$ cat config.mk
export PLATFORM = sky130hd
export DESIGN_NAME = ekli_divider
export DESIGN_NICKNAME = d
export VERILOG_FILES = /design/src/sv/ekli_pkg.sv /design/src/sv/ekli_divider.sv
export SDC_FILE = /design/constraint.sdc
export NUM_CORES = 1
export LEC_CHECK = 0
export BUFFER_PORTS_ARGS = -buffer_cell sky130_fd_sc_hd__buf_2
export CAP_MARGIN = 5
export CORE_ASPECT_RATIO = 0.8
export CORE_MARGIN = 2
export CORE_UTILIZATION = 41
export DETAILED_ROUTE_END_ITERATION = 16
export PLACE_DENSITY_LB_ADDON = 0.12
export RECOVER_POWER = 100
export SYNTH_ARGS = -nofsm -noshare
export SYNTH_HDL_FRONTEND = slang
export SYNTH_SLANG_ARGS = --single-unit
$ cat constraint.sdc
create_clock -name clock -period 2.7 [get_ports clock]
set_clock_uncertainty 0.1 [all_clocks]
set_input_delay 0.27 -clock clock [delete_from_list [all_inputs] [get_ports clock]]
set_output_delay 0.27 -clock clock [all_outputs]
set_load 0.02 [all_outputs]
$ cat src/sv/ekli_pkg.sv
`timescale 1ns / 1ps
// shared types and constants for the energy keyed interpolation block
package ekli_pkg;

   // function codes of an input beat
   localparam logic [1:0] FUNC_HEADER = 2'd0;
   localparam logic [1:0] FUNC_POINT  = 2'd1;
   localparam logic [1:0] FUNC_QUERY  = 2'd2;

   // divider geometry: 16 bit delta times 32 bit delta over a 16 bit span
   localparam int NUM_W     = 48;
   localparam int DEN_W     = 16;
   localparam int DIV_CNT_W = 6;
   localparam int QUO_W     = 32;

   typedef struct packed {
      logic [1:0]         func;
      logic [1:0]         table_sel;
      logic [2:0]         slot;
      logic [6:0]         point_index;
      logic [7:0]         key_energy;
      logic [7:0]         point_count;
      logic signed [15:0] bp_x;
      logic signed [31:0] bp_y;
      logic [7:0]         query_energy;
      logic signed [15:0] query_asym;
   } req_type;

   typedef struct packed {
      logic signed [31:0] value;
      logic               found;
   } rsp_type;

   typedef struct packed {
      logic signed [15:0] x;
      logic signed [31:0] y;
   } point_type;

   typedef enum logic [3:0] {
      ST_IDLE,
      ST_SLOT,
      ST_FIRST,
      ST_SCAN,
      ST_PREP,
      ST_MUL,
      ST_DIV,
      ST_WAIT,
      ST_FIN,
      ST_DONE
   } state_type;

endpackage

$ cat src/sv/ekli_divider.sv
`timescale 1ns / 1ps
// restoring divider, one quotient bit per cycle
module ekli_divider import ekli_pkg::*; (
   input  logic             clock,
   input  logic             reset,
   input  logic             start,
   input  logic [NUM_W-1:0] num,
   input  logic [DEN_W-1:0] den,
   output logic             done,
   output logic [NUM_W-1:0] quo
);

   logic                 busy_ff, busy_in;
   logic                 done_ff, done_in;
   logic [DIV_CNT_W-1:0] cnt_ff, cnt_in;
   logic [DEN_W-1:0]     rem_ff, rem_in;
   logic [NUM_W-1:0]     quo_ff, quo_in;
   logic [DEN_W:0]       trial;
   logic                 ge;

   always_comb begin
      trial   = {rem_ff, quo_ff[NUM_W-1]};
      ge      = trial >= {1'b0, den};
      busy_in = busy_ff;
      done_in = 1'b0;
      cnt_in  = cnt_ff;
      rem_in  = rem_ff;
      quo_in  = quo_ff;
      if (start) begin
         busy_in = 1'b1;
         cnt_in  = '0;
         rem_in  = '0;
         quo_in  = num;
      end else if (busy_ff) begin
         rem_in = ge ? DEN_W'(trial - {1'b0, den}) : trial[DEN_W-1:0];
         quo_in = {quo_ff[NUM_W-2:0], ge};
         cnt_in = cnt_ff + DIV_CNT_W'(1);
         if (cnt_ff == DIV_CNT_W'(NUM_W - 1)) begin
            busy_in = 1'b0;
            done_in = 1'b1;
         end
      end
   end

   always_ff @(posedge clock) begin
      if (reset) begin
         busy_ff <= 1'b0;
         done_ff <= 1'b0;
         cnt_ff  <= '0;
      end else begin
         busy_ff <= busy_in;
         done_ff <= done_in;
         cnt_ff  <= cnt_in;
      end
   end

   always_ff @(posedge clock) begin
      rem_ff <= rem_in;
      quo_ff <= quo_in;
   end

   assign done = done_ff;
   assign quo  = quo_ff;

endmodule

==> impl_metrics.env <==
export IMPL_worst_pin_slew_ns=1.49
export IMPL_place_congestion=0.806
export IMPL_switching_share_pct=27.8
export IMPL_routed_wl_um=9100
export IMPL_final_cell_mix="66 x buf_2, 50 x clkbuf_1, 48 x edfxtp_1"
export IMPL_initial_core_util_pct=41.7
export IMPL_grt_max_degree=64
export IMPL_synth_xor_area_share_pct=2.85
export IMPL_synth_simple_area_share_pct=10.7
export IMPL_critPathArrivalTime_ns=2.67
export IMPL_grt_pass1_vias=2955
export IMPL_area_growth_pct=22.9
export IMPL_p_clk_share_pct=36.6
export IMPL_status="complete, but fails checks"
export IMPL_p_sw_mw=0.866
export IMPL_final_util_pct=51.2
export IMPL_synth_warnings=0
export IMPL_slew_violations=0
export IMPL_fmax_mhz=394
export IMPL_cts_tree="yes"
export IMPL_route_detailed_drc=0
export IMPL_ys_flop_type="edfxtp_1"
export IMPL_endpoint_kind="flop"
export IMPL_crit_start="rem_ff[13]"
export IMPL_synth_fa_ha_area_share_pct=5.83
export IMPL_synth_edf_count=48
export IMPL_violations="capacitance limit"
export IMPL_crit_path_top_delay_cell="a211oi_1"
export IMPL_path_cells="ha_1, a21o_1, a211oi_1, and2_0, a41o_2, mux2_1, a211oi_2"
export IMPL_pwr_share_comb_pct=20.1
export IMPL_finalCriticalPeriod_ns=2.54
export IMPL_antenna_found_initial=0
export IMPL_via_per_inst=5.22
export IMPL_dr_first_iter_drc_count=128
export IMPL_r2r_start="rem_ff[13]"
export IMPL_path_clk_slew_ns=0.05
export IMPL_power_frac_seq_pct=43.3
export IMPL_setup_tns_ns=0
export IMPL_htreeDepth=3
export IMPL_syn_area_um2=3990
export IMPL_port_buffers=115
export IMPL_fin_crit_sh_pct=94.1
export IMPL_grt_setup_unrepaired="false"
export IMPL_wire_per_inst_um=15.1
export IMPL_die_y_um=92.2
export IMPL_die_x_um=114
export IMPL_critPathLaunchType="flop"
export IMPL_place_detailed_hpwl_um=6770
export IMPL_drv_cap=1
export IMPL_synthCells=367
export IMPL_io_pins=116
export IMPL_cts_buffer_depth=2
export IMPL_synth_compound_area_share_pct=13.9
export IMPL_track_usage_pct=17.9
export IMPL_synth_seq_cells=72
export IMPL_layout_commonest_cell="buf_2"
export IMPL_setup_violations=0
export IMPL_drive_gt1_share_pct=28.2
export IMPL_antenna_cells=0
export IMPL_synthesis_nets=452
export IMPL_synth_avg_cell_area_um2=10.9
export IMPL_crit_required_ns=2.83
export IMPL_cts_root_buf="clkbuf_16"
export IMPL_clock_sinks=72
export IMPL_ant_nets=0
export IMPL_synthArstFlopShare_pct=0
export IMPL_cpPeakStageDelay_ns=0.43
export IMPL_fin_area_um2=4900
export IMPL_clock_latency_ns=0.33
export IMPL_die_area_um2=10500
export IMPL_ys_types=56
export IMPL_core_rowCount=32
export IMPL_path_delay_family="compound AO/OA/AOI/OAI gates"
export IMPL_timing_hold_ws_ns=0.134
export IMPL_vias=3154
export IMPL_ir_drop_mv=0.423
export IMPL_num_nets_final=565
export IMPL_place_area_um2=4680
export IMPL_path_buf_inv=0
export IMPL_numCtsBuffers=9
export IMPL_p_leak_nw=1.98
export IMPL_synth_mux_area_share_pct=14.1
export IMPL_p_int_mw=2.25
export IMPL_max_slew_margin_pct=0.813
export IMPL_hold_path_startpoint="num[0]"
export IMPL_finalHoldViolCount=0
export IMPL_core_um2=9570
export IMPL_path_max_fanout=8
export IMPL_grt_pass1_wl_um=14600
export IMPL_fillCellCount=905
export IMPL_powerDensity_nw_per_um2=636
export IMPL_setup_worst_path_class="flop to flop"
export IMPL_ys_seq_area_share_pct=48.2
export IMPL_min_path_type="input port to flop"
export IMPL_drtPass1Iterations=4
export IMPL_overflow=0
export IMPL_synth_top_family_by_area="multiplexers"
cells in the mapped netlist (all sizes together), types with 5 or more instances:
master  count  area share (%)
edfxtp     48              36
mux2       48              14
nand2      34             3.3
nor2       31             2.9
dfxtp      24              12
inv        22             2.1
a21oi      19             2.4
ha         17             5.3
clkbuf     12             1.2
o21ai      12             1.5
xnor2       9             2.0
a311oi      8             1.8
buf         8             1.1
and3        7             1.1
nand2b      5            0.78
worst paths after layout:
| path | to | slack (ns) | cells past startpoint |
|---|---|---|---|
| worst max-delay path | rem_ff[0] | 0.16 | 7 |
| worst min-delay path | quo[0] | 0.13 | 3 |
| worst max register to register | rem_ff[0] | 0.16 | 7 |
| worst min register to register | cnt_ff[5] | 0.39 | 2 |
logic make-up after synthesis:
| group | after synthesis |
|---|---|
| adders and majority gates | 18 |
| muxes | 50 |
| DFF | 72 |
| buffers and inverters | 42 |
| and+or+nand+nor | 94 |
| xor gates and xnor gates | 13 |
| AOI/OAI and AO/OA | 78 |
final cells by class:
class	count	area, um2	share of cell area (%)
inverters	22	82.6	1.68
clock buffers	10	229	4.67
clock inverters	6	60.1	1.23
repair buffers	122	564	11.5
well taps	119	149	3.04
multi-input cells	253	1900	38.7
flip-flops and latches	72	1920	39.2
power by group through the flow:
| stage | clock network [mW] | logic [mW] | registers, mW |
|---|---|---|---|
| after floorplan | 0 | 0.350 | 1.46 |
| after global placement | 0 | 0.646 | 1.37 |
| after detailed placement | 0 | 0.654 | 1.37 |
| after CTS | 1.17 | 0.659 | 1.35 |
| after global routing | 1.22 | 0.693 | 1.36 |
| final | 1.14 | 0.628 | 1.35 |
layer usage:
metal	share of wire [%]	vias to the layer above	global-route usage [%]
met3	5.2	21	4.82
li1	-	1581	-
met1	47	1459	24.5
met5	0	-	0
met2	45	93	27.2
met4	2.2	0	6.40
tightest hold or removal path: cells and delay by family:
| family | cells | cell delay (ns) |
|---|---|---|
| buf+inv | 1 | 0.08 |
| compound gates | 1 | 0.06 |
| simple gates | 1 | 0.04 |
metrics by stage:
stage	total power, mW	instances	setup WS, ns
2_1_floorplan	1.81	367	0.307
3_3_place_gp	2.01	587	0.109
3_5_place_dp	2.02	587	0.0497
4_1_cts	3.18	604	0.0240
5_1_grt	3.28	604	0.0212
6_report	3.12	604	0.160
repair_timing:
| action | 4_1_cts | 5_1_grt |
|---|---|---|
| hold endpoints to repair | 1 | 0 |
| buffers inserted | 0 | 0 |
| endpoints found under the setup margin | 0 | 4 |
| resized for setup | 0 | 4 |
| hold buffers | 1 | 0 |
flip-flops by register name (all words and copies together), names as in the netlist:
register,cells
quo,48
busy_ff,1
done,1
cnt_ff,6
rem_ff,16
(Power assumes the default switching activity.)
